===== src/sv/vrt_pkg.sv =====
`timescale 1ns / 1ps
package vrt_pkg;

  localparam int CHUNK_EDGE   = 16;
  localparam int WORLD_EDGE   = 64;
  localparam int WORLD_HEIGHT = 64;
  localparam int FRAC_BITS    = 16;

  localparam int CHUNKS_PER_AXIS = WORLD_EDGE / CHUNK_EDGE;
  localparam int XZ_W    = $clog2(WORLD_EDGE);
  localparam int Y_W     = $clog2(WORLD_HEIGHT);
  localparam int LOC_W   = $clog2(CHUNK_EDGE);
  localparam int ADDR_W  = 2 * XZ_W + Y_W;
  localparam int DEPTH   = WORLD_EDGE * WORLD_EDGE * WORLD_HEIGHT;

  // divider: numerator up to 2^(2F), divisor up to 2^(DIR_W-1)
  localparam int DIR_W   = 18;
  localparam int ORG_W   = 28;
  localparam int AORG_W  = ORG_W + 1;
  localparam int MAG_W   = DIR_W;
  localparam int NUM_W   = 2 * FRAC_BITS + 1;
  localparam int CELL_W  = AORG_W - FRAC_BITS + 1;
  localparam int T_W     = NUM_W + 7;

  localparam logic OP_WRITE      = 1'b0;
  localparam logic OP_RAY        = 1'b1;
  localparam logic REG_VOFFSET   = 1'b0;
  localparam logic REG_MAX_STEPS = 1'b1;

  localparam logic [2:0] FACE_PX = 3'd0;
  localparam logic [2:0] FACE_NX = 3'd1;
  localparam logic [2:0] FACE_PY = 3'd2;
  localparam logic [2:0] FACE_NY = 3'd3;
  localparam logic [2:0] FACE_PZ = 3'd4;
  localparam logic [2:0] FACE_NZ = 3'd5;

  typedef struct packed {
    logic              wr;
    logic [ADDR_W-1:0] waddr;
    logic              wdata;
    logic [ADDR_W-1:0] raddr;
  } mem_req_t;

endpackage


===== src/sv/vrt_div.sv =====
`timescale 1ns / 1ps
module vrt_div import vrt_pkg::*; (
  input  logic             clk,
  input  logic             rst,
  input  logic             start,
  input  logic [NUM_W-1:0] num,
  input  logic [MAG_W-1:0] den,
  output logic             busy,
  output logic             done,
  output logic [NUM_W-1:0] quot
);

  localparam int CNT_W = $clog2(NUM_W + 1);

  logic [CNT_W-1:0] cnt;
  logic [MAG_W-1:0] rem;
  logic [MAG_W:0]   trial;
  logic [MAG_W-1:0] den_q;

  assign busy  = (cnt != '0);
  assign trial = {rem, quot[NUM_W-1]};

  always_ff @(posedge clk) begin
    if (rst) begin
      cnt  <= '0;
      done <= 1'b0;
    end else begin
      done <= 1'b0;
      if (start && !busy) begin
        cnt <= CNT_W'(NUM_W);
      end else if (busy) begin
        cnt <= cnt - 1'b1;
        if (cnt == CNT_W'(1)) done <= 1'b1;
      end
    end
  end

  // one quotient bit a cycle, restoring
  always_ff @(posedge clk) begin
    if (start && !busy) begin
      quot  <= num;
      rem   <= '0;
      den_q <= den;
    end else if (busy) begin
      if (trial >= {1'b0, den_q}) begin
        rem  <= MAG_W'(trial - {1'b0, den_q});
        quot <= {quot[NUM_W-2:0], 1'b1};
      end else begin
        rem  <= trial[MAG_W-1:0];
        quot <= {quot[NUM_W-2:0], 1'b0};
      end
    end
  end

endmodule


===== config.mk =====
export PLATFORM = sky130hd
export DESIGN_NAME = vrt_div
export DESIGN_NICKNAME = d
export VERILOG_FILES = /design/src/sv/vrt_pkg.sv /design/src/sv/vrt_div.sv
export SDC_FILE = /design/constraint.sdc
export NUM_CORES = 1
export LEC_CHECK = 0
export BUFFER_PORTS_ARGS = -buffer_cell sky130_fd_sc_hd__buf_2
export CELL_PAD_IN_SITES_DETAIL_PLACEMENT = 1
export CELL_PAD_IN_SITES_GLOBAL_PLACEMENT = 1
export CORE_MARGIN = 2
export CORE_UTILIZATION = 47
export DETAILED_ROUTE_END_ITERATION = 7
export HOLD_SLACK_MARGIN = 0.12
export MAX_ROUTING_LAYER = met4
export PLACE_DENSITY = 0.83
export SYNTH_ARGS = -nofsm -noshare
export SYNTH_HDL_FRONTEND = slang
export SYNTH_SLANG_ARGS = --single-unit

===== constraint.sdc =====
create_clock -name clk -period 6.55 [get_ports clk]
set_input_delay 0.3275 -clock clk [delete_from_list [all_inputs] [get_ports clk]]
set_output_delay 0.3275 -clock clk [all_outputs]
set_load 0.01 [all_outputs]

==> Implementation_results.wiki, run 1 <==
{| class="wikitable"
! Metric !! Value
|-
| Proportion of synthesized chip area in sequential cells || 0.472
|-
| Clock-pin transition on the worst setup and hold timing paths || 0.08 ns
|-
| Half-perimeter wire length of the detailed placement result || 8870 µm
|-
| Final number of setup-violating endpoints || 0
|-
| Antenna cell count || 0
|-
| Clock sinks || 76
|-
| Instance area at placement || 4770 µm²
|-
| Global Route Usage Sum || 0.256
|-
| Overall overflow remaining after global route || 0
|-
| Unrepaired setup endpoints after global routing || no
|-
| Synthesis-to-finish area growth || 14.6%
|-
| Inserted Clock Buffers || 9
|-
| Cell area after synthesis || 4310 µm²
|-
| Final wirelength || 11,700 µm
|-
| Post-synthesis instance total || 386
|-
| Fraction of final layout cells with drive strength greater than 1 || 0.329
|-
| Data arrival at the endpoint of the critical path || 3.43 ns
|-
| Post-synth ARST share || 0
|-
| Data required time at the worst endpoint || 6.61 ns
|-
| H-tree levels || 3
|-
| Share of total power consumed by net switching || 0.448
|-
| Post-synthesis net count || 462
|-
| Worst Hold Slack || 0.143 ns
|-
| Core ar. || 8810 µm²
|-
| Post-synth EDFFs || 51
|-
| Highest fanout seen on the critical path || 34
|-
| Latest clock arrival within the worst-skew pair || 0.36 ns
|-
| First-pass DRT Iterations || 5
|-
| Number of nets at the end of the flow || 545
|-
| CTS tree || yes
|-
| Category of the worst setup path launch point || register
|-
| Count of buffers added by post-CTS timing repair for setup || 0
|-
| Primary flip-flop cell chosen by synthesis mapping || edfxtp_1
|-
| Die H || 99.7 µm
|-
| Maximum clock skew at final layout || 0.0137 ns
|-
| Leakage dissipation || 2.08 nW
|-
| Mean instance size in the synthesized netlist || 11.2 µm²
|-
| Count of routing violations after the opening detailed-route iteration || 188
|-
| Maximum number of pins on one net before global-route repair || 36
|-
| Most frequent standard cell in the layout excluding fill and tap cells || buf_2
|-
| Effective utilization at floorplan || 0.489
|-
| Period Utilization, post-route || 0.514
|-
| Standard-cell rows || 34
|-
| Setup TNS || 0 ns
|-
| PwrDens || 584 nW/µm²
|-
| Switching component of the power || 0.00129 W
|-
| Hold Path Class || in2reg
|-
| Maximum buffer depth of the clock tree || 2
|-
| Die boundary width || 99.7 µm
|-
| Finished Layout Cells || 582
|-
| Commonest cells after routing, fill and taps aside || buf_2 (88), edfxtp_1 (51), mux2_2 (31), a21oi_1 (31), inv_1 (27)
|-
| Transition at the pin with the smallest max-transition slack || 0.967 ns
|-
| Die area || 9950 µm²
|-
| Initial antenna violation count || 0
|-
| Yosys warning total || 0
|-
| Number of distinct library cells after synthesis || 65
|-
| Global placement routability congestion || 0.818
|-
| Via count || 3,444
|-
| Critical Path End Type || register
|-
| Final Hold Viols || 0
|-
| Detailed-route vias per instance || 5.92
|-
| Number of pins exceeding their max-slew limit in the final report || 0
|-
| Cell total after placement || 566
|-
| Cell at the root of the clock tree || clkbuf_8
|-
| Worst Setup Path Type || reg2reg
|-
| Run status || complete, no violations
|-
| Antenna viol nets, final || 0
|-
| Detailed-route DRC error count || 0
|-
| Wirelength per Cell || 20.2 µm
|-
| Design area || 4940 µm²
|-
| Number of violations of the max-capacitance limit || 0
|-
| Achievable frequency || 0.297 GHz
|-
| Clock share of power || 0.113
|-
| Final design utilization || 0.561
|-
| Post-layout min period || 3.37 ns
|-
| Seq pwr share || 0.327
|-
| Post-synthesis register bit count || 76
|-
| Max-slew headroom || 0.356
|-
| Total internal power || 0.00159 W
|-
| Fraction of power consumed by combinational cells || 0.560
|-
| Number of gates given a new drive strength after cts || 0
|-
| Global-route wire length before repair || 19,100 µm
|-
| Via count of the first global-routing pass || 3,674
|-
| Largest vdd supply drop || 218 µV
|-
| Hold-fix buffers at CTS || 0
|-
| Number of input and output port buffers inserted || 88
|-
| Number of ports placed on the die boundary || 89
|}
[metal layers]
metal	global-route usage	part of all wire
met3	0.0534	0.052
met4	0.0664	0.015
met5	-	0
met2	0.424	0.51
met1	0.321	0.43
[power by group through the flow]
stage | combinational, W | sequential (W) | clock, W
floorplan | 0.00116 | 0.000956 | 0
global placement | 0.00152 | 0.000936 | 0
detailed placement | 0.00160 | 0.000947 | 0
CTS | 0.00161 | 0.000944 | 0.000329
global route | 0.00178 | 0.000971 | 0.000353
finish | 0.00162 | 0.000943 | 0.000324
[worst paths after layout]
kind,from,to,slack [ns],depth (start not counted)
worst max register to register,cnt[2]$_SDFFE_PP0N_,quot[17]$_DFFE_PP_,3.18,7
worst min-delay path,den[12],den_q[12]$_DFFE_PP_,0.14,1
worst max-delay path,cnt[2]$_SDFFE_PP0N_,quot[17]$_DFFE_PP_,3.18,7
worst min register to register,cnt[5]$_SDFFE_PP0P_,cnt[5]$_SDFFE_PP0P_,0.50,2
[registers in the layout (all words and copies together) (netlist names)]
register	count
quot	33
den_q	18
rem	18
cnt	6
done	1
[per-stage QoR]
stage                     setup WS (ns)  total power (W)
final                              3.18          0.00288
after global routing               2.94          0.00310
after CTS                          3.22          0.00288
after detailed placement           3.26          0.00255
after global placement             3.37          0.00245
after floorplan                    4.24          0.00212
[final cells by class]
cell class	count	area, µm²
clock buffer	11	131
clock inverter	5	35.0
inverter	27	101
multi-input combinational	266	2050
fill	953	3870
tap	108	135
timing repair buffer	89	448
sequential	76	2030
[cell usage after synthesis, types with 3 or more instances]
| cell | number | share of area |
|---|---|---|
| nand2_2 | 3 | 0.0044 |
| ha_1 | 21 | 0.061 |
| o21ai_0 | 13 | 0.015 |
| nor2_1 | 11 | 0.0096 |
| mux2_2 | 31 | 0.081 |
| and3_1 | 11 | 0.016 |
| and4_1 | 3 | 0.0061 |
| dfxtp_1 | 25 | 0.12 |
| a211oi_1 | 6 | 0.010 |
| edfxtp_1 | 51 | 0.36 |
| xor2_1 | 7 | 0.014 |
| a31oi_1 | 5 | 0.0073 |
| nor3_1 | 12 | 0.014 |
| o31ai_1 | 4 | 0.0070 |
| a41oi_2 | 5 | 0.019 |
| inv_1 | 27 | 0.024 |
| buf_4 | 5 | 0.0087 |
| a21o_1 | 7 | 0.012 |
| nand3_1 | 7 | 0.0081 |
| buf_2 | 7 | 0.0081 |
| nand2b_1 | 3 | 0.0044 |
| a21oi_1 | 31 | 0.036 |
| xnor2_1 | 6 | 0.012 |
| or3_1 | 3 | 0.0044 |
| o211ai_1 | 8 | 0.014 |
| nand2_1 | 24 | 0.021 |
| a311o_1 | 3 | 0.0070 |
[critical path: stages (launching register included)]
cell and delay, ns:
dfxtp_1 0.35, or3_1 0.39, nor2_1 0.12, and2_1 0.78, inv_1 0.67, nor2_2 0.39
inv_1 0.08, buf_4 0.28
[logic make-up after synthesis]
logic type	count (synthesis)	synth area share
adder cells (fa/ha/maj)	22	0.0657
multiplexers	34	0.0886
buffers and inverters	44	0.0511
flip-flops	76	0.472
XOR/XNOR	13	0.0264
AND/OR/NAND/NOR	90	0.114
AO/OA/AOI/OAI	107	0.182
No activity file was read; power rests on OpenSTA's default activity.
==> run 2: changes to the inputs <==
--- a/config.mk
+++ b/config.mk
@@ -5,15 +5,16 @@
 export SDC_FILE = /design/constraint.sdc
 export NUM_CORES = 1
 export LEC_CHECK = 0
+export ABC_AREA = 1
 export BUFFER_PORTS_ARGS = -buffer_cell sky130_fd_sc_hd__buf_2
 export CELL_PAD_IN_SITES_DETAIL_PLACEMENT = 1
 export CELL_PAD_IN_SITES_GLOBAL_PLACEMENT = 1
 export CORE_MARGIN = 2
-export CORE_UTILIZATION = 47
+export CORE_UTILIZATION = 36
 export DETAILED_ROUTE_END_ITERATION = 7
 export HOLD_SLACK_MARGIN = 0.12
 export MAX_ROUTING_LAYER = met4
-export PLACE_DENSITY = 0.83
+export PLACE_DENSITY = 0.73
 export SYNTH_ARGS = -nofsm -noshare
 export SYNTH_HDL_FRONTEND = slang
 export SYNTH_SLANG_ARGS = --single-unit
==> constraint.sdc (replaced) <==
create_clock -name clk -period 2.8 [get_ports clk]
set_input_delay 0.14 -clock clk [delete_from_list [all_inputs] [get_ports clk]]
set_output_delay 0.14 -clock clk [all_outputs]
set_load 0.01 [all_outputs]
==> Implementation_results.wiki, run 2 <==
{| class="wikitable"
! Metric !! Value
|-
| Area share of the largest cell type after synthesis || 0.356 (about the same)
|-
| Leading registers by flop count || quot (33), den_q (18), rem (18) (unchanged)
|-
| Synth area leaders || edfxtp_1 (36%), nand2_1 (19%), dfxtp_1 (12%) (was edfxtp_1 (36%), dfxtp_1 (12%), mux2_2 (8.1%))
|-
| Inserted Clock Buffers || 9 (unchanged)
|-
| Number of gates given a new drive strength after cts || 0 (unchanged)
|-
| Core ar. || 11,600 µm² (was 8810 µm²)
|-
| Max-slew headroom || 0.639 (was 0.356)
|-
| Maximum number of pins on one net before global-route repair || 35 (was 36)
|-
| Number of instances on the worst hold path || 3 (was 1)
|-
| Clock-pin transition on the worst setup and hold timing paths || 0.07 ns (was 0.08 ns)
|-
| Overall overflow remaining after global route || 0 (unchanged)
|-
| Leakage dissipation || 2.88 nW (was 2.08 nW)
|-
| Worst Reg2Reg Path Length in Cells || 10 (was 7)
|-
| Final wirelength || 12,500 µm (was 11,700 µm)
|-
| Number of pins exceeding their max-slew limit in the final report || 0 (unchanged)
|-
| Via count of the first global-routing pass || 4,378 (was 3,674)
|-
| Category of the worst setup path launch point || register (unchanged)
|-
| Largest vdd supply drop || 516 µV (was 218 µV)
|-
| Mean instance size in the synthesized netlist || 7.97 µm² (was 11.2 µm²)
|-
| Unrepaired setup endpoints after global routing || no (unchanged)
|-
| CTS tree || yes (unchanged)
|-
| Setup TNS || 0 ns (unchanged)
|-
| Proportion of synthesized chip area in sequential cells || 0.472 (about the same)
|-
| Global placement routability congestion || 0.848 (was 0.818)
|-
| Die H || 113 µm (was 99.7 µm)
|-
| Final Hold Viols || 0 (unchanged)
|-
| Cell at the root of the clock tree || clkbuf_16 (was clkbuf_8)
|-
| Clock sinks || 76 (unchanged)
|-
| Standard-cell rows || 39 (was 34)
|-
| Post-synthesis net count || 616 (was 462)
|-
| Data arrival at the endpoint of the critical path || 2.48 ns (was 3.43 ns)
|-
| Post-synth EDFFs || 51 (unchanged)
|-
| Synthesis-to-finish area growth || 32.6% (was 14.6%)
|-
| Cell with the most instances after synthesis || nand2_1 (was edfxtp_1)
|-
| Slack of the worst reg-to-reg path || 0.59 ns (was 3.18 ns)
|-
| Maximum clock skew at final layout || 0.0117 ns (was 0.0137 ns)
|-
| Post-synthesis register bit count || 76 (unchanged)
|-
| Count of buffers added by post-CTS timing repair for setup || 0 (unchanged)
|-
| Worst Hold Slack || 0.197 ns (was 0.143 ns)
|-
| Fraction of final layout cells with drive strength greater than 1 || 0.193 (was 0.329)
|-
| Commonest cells after routing, fill and taps aside || nand2_1 (218), buf_2 (88), inv_1 (64), edfxtp_1 (51), dlygate4sd3_1 (51) (was buf_2 (88), edfxtp_1 (51), mux2_2 (31), a21oi_1 (31), inv_1 (27))
|-
| Maximum buffer depth of the clock tree || 2 (unchanged)
|-
| Number of nets at the end of the flow || 760 (was 545)
|-
| Post-layout min period || 2.21 ns (was 3.37 ns)
|-
| Detailed-route vias per instance || 4.86 (was 5.92)
|-
| Number of violations of the max-capacitance limit || 0 (unchanged)
|-
| Half-perimeter wire length of the detailed placement result || 8420 µm (was 8870 µm)
|-
| Yosys warning total || 0 (unchanged)
|-
| Post-synth ARST share || 0 (unchanged)
|-
| Antenna cell count || 0 (unchanged)
|-
| Register with the most flip-flops || quot (unchanged)
|-
| Post-synthesis instance total || 540 (was 386)
|-
| Cell area after synthesis || 4300 µm² (was 4310 µm²)
|-
| Latest clock arrival within the worst-skew pair || 0.35 ns (was 0.36 ns)
|-
| Number of distinct library cells after synthesis || 32 (was 65)
|-
| Die boundary width || 113 µm (was 99.7 µm)
|-
| Ranking of synthesized cells by instance count || nand2_1 (218), inv_1 (64), edfxtp_1 (51) (was edfxtp_1 (51), a21oi_1 (31), mux2_2 (31))
|-
| Critical Path End Type || register (unchanged)
|-
| Hold Path Class || in2reg (unchanged)
|-
| Achievable frequency || 0.452 GHz (was 0.297 GHz)
|-
| Global-route wire length before repair || 20,900 µm (was 19,100 µm)
|-
| Final number of setup-violating endpoints || 0 (unchanged)
|-
| Primary flip-flop cell chosen by synthesis mapping || edfxtp_1 (unchanged)
|-
| Data required time at the worst endpoint || 3.06 ns (was 6.61 ns)
|-
| Worst Setup Path Type || reg2reg (unchanged)
|-
| Number of ports placed on the die boundary || 89 (unchanged)
|-
| Antenna viol nets, final || 0 (unchanged)
|-
| H-tree levels || 3 (unchanged)
|-
| Leading area contributor after synthesis || edfxtp_1 (unchanged)
|-
| Run status || complete, no violations (unchanged)
|-
| Most frequent standard cell in the layout excluding fill and tap cells || nand2_1 (was buf_2)
|-
| Count of routing violations after the opening detailed-route iteration || 175 (was 188)
|-
| First-pass DRT Iterations || 4 (was 5)
|-
| PwrDens || 1280 nW/µm² (was 584 nW/µm²)
|-
| Effective utilization at floorplan || 0.372 (was 0.489)
|-
| Highest fanout seen on the critical path || 20 (was 34)
|-
| Wirelength per Cell || 15.0 µm (was 20.2 µm)
|-
| Detailed-route DRC error count || 0 (unchanged)
|-
| Period Utilization, post-route || 0.791 (was 0.514)
|-
| Number of input and output port buffers inserted || 88 (unchanged)
|-
| Global Route Usage Sum || 0.212 (was 0.256)
|-
| Die area || 12,800 µm² (was 9950 µm²)
|-
| Hold-fix buffers at CTS || 51 (was 0)
|-
| Transition at the pin with the smallest max-transition slack || 0.542 ns (was 0.967 ns)
|-
| Initial antenna violation count || 0 (unchanged)
|-
| Via count || 4,042 (was 3,444)
|-
| Number of flip-flops in the largest register || 33 (unchanged)
|}
[run 2: cell count changes in the layout (fill, tap and decap cells not counted), sizes merged, moves of 8 or more]
cell | previous run | this run
inv | 30 | 71
nor3 | 12 | 4
nor2 | 13 | 26
nand3b | 1 | 12
dlygate4sd3 | 0 | 51
and3 | 11 | 0
buf | 89 | 98
nand3 | 7 | 45
mux2 | 33 | 0
a21oi | 32 | 15
nand2 | 28 | 226
[run 2: final timing paths]
path	start	end
min reg2reg	rem[15]$_SDFFE_PP0N_	rem[15]$_SDFFE_PP0N_
max reg2reg	rem[13]$_SDFFE_PP0N_	rem[0]$_SDFFE_PP0N_
max	rem[13]$_SDFFE_PP0N_	rem[0]$_SDFFE_PP0N_
min	num[0]	quot[0]$_DFFE_PP_
[run 2: final cells by class]
cell class,count,area [µm²]
fillers,1404,5860
flip-flops and latches,76,2030
multi-input cells,380,1900
repair buffers,149,1030
inverters,68,255
clock buffers,10,239
well taps,143,179
clock inverters,6,68.8
[run 2: cell families (layout without fill, tap and decap cells)]
logic type               count (synthesis)  count (layout)  share of synthesized area
XOR/XNOR                                10              10                     0.0204
AND/OR/NAND/NOR                        313             313                      0.311
adder cells (fa/ha/maj)                 22              22                     0.0657
buffers and inverters                   84             233                     0.0852
flip-flops                              76              76                      0.472
AO/OA/AOI/OAI                           35              35                     0.0459
[run 2: per-layer routing]
metal / GRT usage / part of all wire / vias to the layer above
met2: 0.361 / 0.49 / 87
met3: 0.0423 / 0.043 / 16
met5: - / 0 / -
met1: 0.249 / 0.45 / 1930
li1: - / - / 2009
met4: 0.0789 / 0.017 / 0
[run 2: metrics by stage]
| step | area [µm²] | std cells | setup WS (ns) | util | power (W) |
|---|---|---|---|---|---|
| 2_1_floorplan | 4300 | 540 | 0.428 | - | 0.00494 |
| 3_3_place_gp | 4890 | 765 | 0.635 | 0.422 | 0.00589 |
| 3_5_place_dp | 4890 | 765 | 0.586 | 0.422 | 0.00603 |
| 4_1_cts | 5700 | 832 | 0.580 | 0.493 | 0.00735 |
| 5_1_grt | 5700 | 832 | 0.381 | 0.493 | 0.00803 |
| 6_report | 5700 | 832 | 0.586 | 0.493 | 0.00732 |
[run 2: report_power, final]
part / switching (W) / total, W / internal [W]
combinational: 0.00247 / 0.00395 / 0.00148
clock: 0.000496 / 0.00122 / 0.000722
sequential: 0.000291 / 0.00216 / 0.00187
[run 2: worst max-delay path, cell delays in order (launching register included)]
cell and delay [ns]:
dfxtp_1 0.33, ha_1 0.38, a21oi_1 0.27, nand2_1 0.09, a21oi_1 0.19, nand2_2 0.11
nand2_4 0.24, nand2_4 0.22, nand2_1 0.12, nand3_1 0.08, o21ai_0 0.10
==> run 3: changes to the inputs <==
==> constraint.sdc (replaced) <==
create_clock -name clk -period 1.8 [get_ports clk]
set_input_delay 0.09 -clock clk [delete_from_list [all_inputs] [get_ports clk]]
set_output_delay 0.09 -clock clk [all_outputs]
set_load 0.01 [all_outputs]
==> Implementation_results.wiki, run 3 (synthesis results as in run 2) <==
{| class="wikitable"
! Metric !! Value
|-
| Combined area of the multi-input logic cells || 2680 µm² (was 1900 µm²)
|-
| Final number of setup-violating endpoints || 19 (was 0)
|-
| Setup TNS || -1.43 ns (was 0 ns)
|-
| Register area || 2030 µm² (unchanged)
|-
| Max-slew headroom || 0.765 (was 0.639)
|-
| Fraction of final layout cells with drive strength greater than 1 || 0.407 (was 0.193)
|-
| Maximum clock skew at final layout || 0.0111 ns (was 0.0117 ns)
|-
| Switching component of the power || 0.00724 W (was 0.00326 W)
|-
| Fraction of power consumed by combinational cells || 0.663 (was 0.539)
|-
| Via count of the first global-routing pass || 4,924 (was 4,378)
|-
| PwrDens || 2220 nW/µm² (was 1280 nW/µm²)
|-
| Number of flip-flops in the largest register || 33 (unchanged)
|-
| Core ar. || 11,600 µm² (unchanged)
|-
| Highest fanout seen on the critical path || 3 (was 20)
|-
| Unrepaired setup endpoints after global routing || yes (was no)
|-
| Inserted Clock Buffers || 9 (unchanged)
|-
| Die area || 12,800 µm² (unchanged)
|-
| Run status || complete, but fails checks (was complete, no violations)
|-
| Final Hold Viols || 0 (unchanged)
|-
| Period Utilization, post-route || 1.09 (was 0.791)
|-
| Die H || 113 µm (unchanged)
|-
| Worst Hold Slack || 0.206 ns (was 0.197 ns)
|-
| Most frequent standard cell in the layout excluding fill and tap cells || nand2_1 (unchanged)
|-
| Latest clock arrival within the worst-skew pair || 0.35 ns (about the same)
|-
| Overall overflow remaining after global route || 0 (unchanged)
|-
| Filler cell count || 1,287 (was 1,404)
|-
| Initial antenna violation count || 0 (unchanged)
|-
| Standard-cell rows || 39 (unchanged)
|-
| Maximum number of pins on one net before global-route repair || 35 (unchanged)
|-
| Global placement routability congestion || 0.912 (was 0.848)
|-
| Register with the most flip-flops || quot (unchanged)
|-
| Data required time at the worst endpoint || 2.09 ns (was 3.06 ns)
|-
| CTS tree || yes (unchanged)
|-
| Critical Path End Type || register (unchanged)
|-
| Final WS setup || -0.162 ns (was 0.586 ns)
|-
| Clock sinks || 76 (unchanged)
|-
| Via count || 4,606 (was 4,042)
|-
| Leakage dissipation || 3.39 nW (was 2.88 nW)
|-
| Achievable frequency || 0.510 GHz (was 0.452 GHz)
|-
| Category of the worst setup path launch point || register (unchanged)
|-
| Share of total power consumed by net switching || 0.458 (was 0.445)
|-
| Leading registers by flop count || quot (33), den_q (18), rem (18) (unchanged)
|-
| Maximum buffer depth of the clock tree || 2 (unchanged)
|-
| Detailed-route DRC error count || 0 (unchanged)
|-
| Antenna viol nets, final || 0 (unchanged)
|-
| Violated checks || setup timing
|-
| Cell at the root of the clock tree || clkbuf_16 (unchanged)
|-
| Post-layout min period || 1.96 ns (was 2.21 ns)
|-
| Count of routing violations after the opening detailed-route iteration || 229 (was 175)
|-
| Finished Layout Cells || 900 (was 832)
|-
| Hold Path Class || in2reg (unchanged)
|-
| Seq pwr share || 0.220 (was 0.294)
|-
| First-pass DRT Iterations || 5 (was 4)
|-
| Number of input and output port buffers inserted || 88 (unchanged)
|-
| Die boundary width || 113 µm (unchanged)
|-
| Largest vdd supply drop || 946 µV (was 516 µV)
|-
| Commonest cells after routing, fill and taps aside || nand2_1 (185), buf_2 (88), buf_4 (58), dlygate4sd3_1 (52) (was nand2_1 (218), buf_2 (88), inv_1 (64), edfxtp_1 (51), dlygate4sd3_1 (51))
|-
| Global-route wire length before repair || 24,600 µm (was 20,900 µm)
|-
| Half-perimeter wire length of the detailed placement result || 9320 µm (was 8420 µm)
|-
| Effective utilization at floorplan || 0.372 (unchanged)
|-
| Antenna cell count || 0 (unchanged)
|-
| Total internal power || 0.00856 W (was 0.00407 W)
|-
| Clock share of power || 0.117 (was 0.166)
|-
| H-tree levels || 3 (unchanged)
|-
| Clock-pin transition on the worst setup and hold timing paths || 0.07 ns (about the same)
|-
| Number of nets at the end of the flow || 828 (was 760)
|-
| Final wirelength || 16,700 µm (was 12,500 µm)
|-
| Detailed-route vias per instance || 5.12 (was 4.86)
|-
| Number of ports placed on the die boundary || 89 (unchanged)
|-
| Data arrival at the endpoint of the critical path || 2.26 ns (was 2.48 ns)
|-
| Synthesis-to-finish area growth || 65.1% (was 32.6%)
|-
| Number of pins exceeding their max-slew limit in the final report || 0 (unchanged)
|-
| Wirelength per Cell || 18.6 µm (was 15.0 µm)
|-
| Number of violations of the max-capacitance limit || 0 (unchanged)
|-
| Global Route Usage Sum || 0.253 (was 0.212)
|-
| Transition at the pin with the smallest max-transition slack || 0.351 ns (was 0.542 ns)
|-
| Worst Setup Path Type || reg2reg (unchanged)
|-
| Cell total after placement || 809 (was 765)
|}
run 3: cell count changes in the layout (fill, tap and decap cells not counted), moves of 10 or more:
cell | before | now
inv_2 | 4 | 15
ha_1 | 21 | 4
nand2_2 | 6 | 27
inv_1 | 64 | 51
buf_4 | 10 | 58
nand3_2 | 3 | 21
ha_4 | 0 | 15
nand3_1 | 42 | 17
nand2_4 | 2 | 12
nand2_1 | 218 | 185
run 3: path summary, 6_finish.rpt:
kind | start | slack (ns) | to | depth (start not counted)
worst max-delay path | quot[32]$_DFFE_PP_ | -0.16 | rem[14]$_SDFFE_PP0N_ | 15
worst min-delay path | start | 0.21 | den_q[2]$_DFFE_PP_ | 3
worst max register to register | quot[32]$_DFFE_PP_ | -0.16 | rem[14]$_SDFFE_PP0N_ | 15
worst min register to register | rem[16]$_SDFFE_PP0N_ | 0.48 | rem[16]$_SDFFE_PP0N_ | 2
run 3: metrics by stage:
stage / worst slack [ns] / instance area, µm² / util / total power (W)
after floorplan: -0.0330 / 4330 / - / 0.00773
after global placement: -0.265 / 5290 / 0.457 / 0.0102
after detailed placement: -0.331 / 5290 / 0.457 / 0.0105
after CTS: -0.0842 / 6580 / 0.569 / 0.0138
after global routing: -0.280 / 7100 / 0.614 / 0.0168
final: -0.162 / 7100 / 0.614 / 0.0158
run 3: metal layers:
metal,global-route usage,part of all wire,vias up
li1,-,-,2157
met1,0.282,0.40,2254
met2,0.448,0.52,158
met3,0.0611,0.057,37
met4,0.0789,0.023,0
met5,-,0,-
run 3: worst max-delay path, cell delays in order, from the launching register on:
cell	delay, ns
edfxtp_1	0.41
inv_2	0.10
ha_4	0.13
inv_2	0.05
fa_2	0.34
nand2_2	0.10
nand3_4	0.09
nand3_2	0.09
nand2_4	0.08
nand2_2	0.08
nand2_1	0.07
nand2_1	0.08
nand2_1	0.06
nand2_1	0.05
nand3_1	0.10
nand2_1	0.08
run 3: final cells by class:
type                       instances  area share
tap                              143      0.0252
clock buffer                      10      0.0322
clock inverter                     6     0.00898
inverter                          68      0.0370
sequential                        76       0.286
multi-input combinational        384       0.378
timing repair buffer             213       0.233
run 3: timing repair:
item | 4_1_cts | 5_1_grt
hold buffers | 52 | 0
cloned | 4 | 3
setup buffers | 9 | 7
pin swaps | 18 | 42
endpoints found under the hold margin | 54 | 0
gates resized for setup | 66 | 98
endpoints found under the setup margin | 59 | 65
run 3: power by group through the flow:
stage	clock network, W	registers [W]	logic [W]
2_1_floorplan	0	0.00347	0.00426
3_3_place_gp	0	0.00330	0.00689
3_5_place_dp	0	0.00333	0.00718
6_report	0.00184	0.00347	0.0105
4_1_cts	0.00185	0.00340	0.00852
5_1_grt	0.00194	0.00355	0.0113
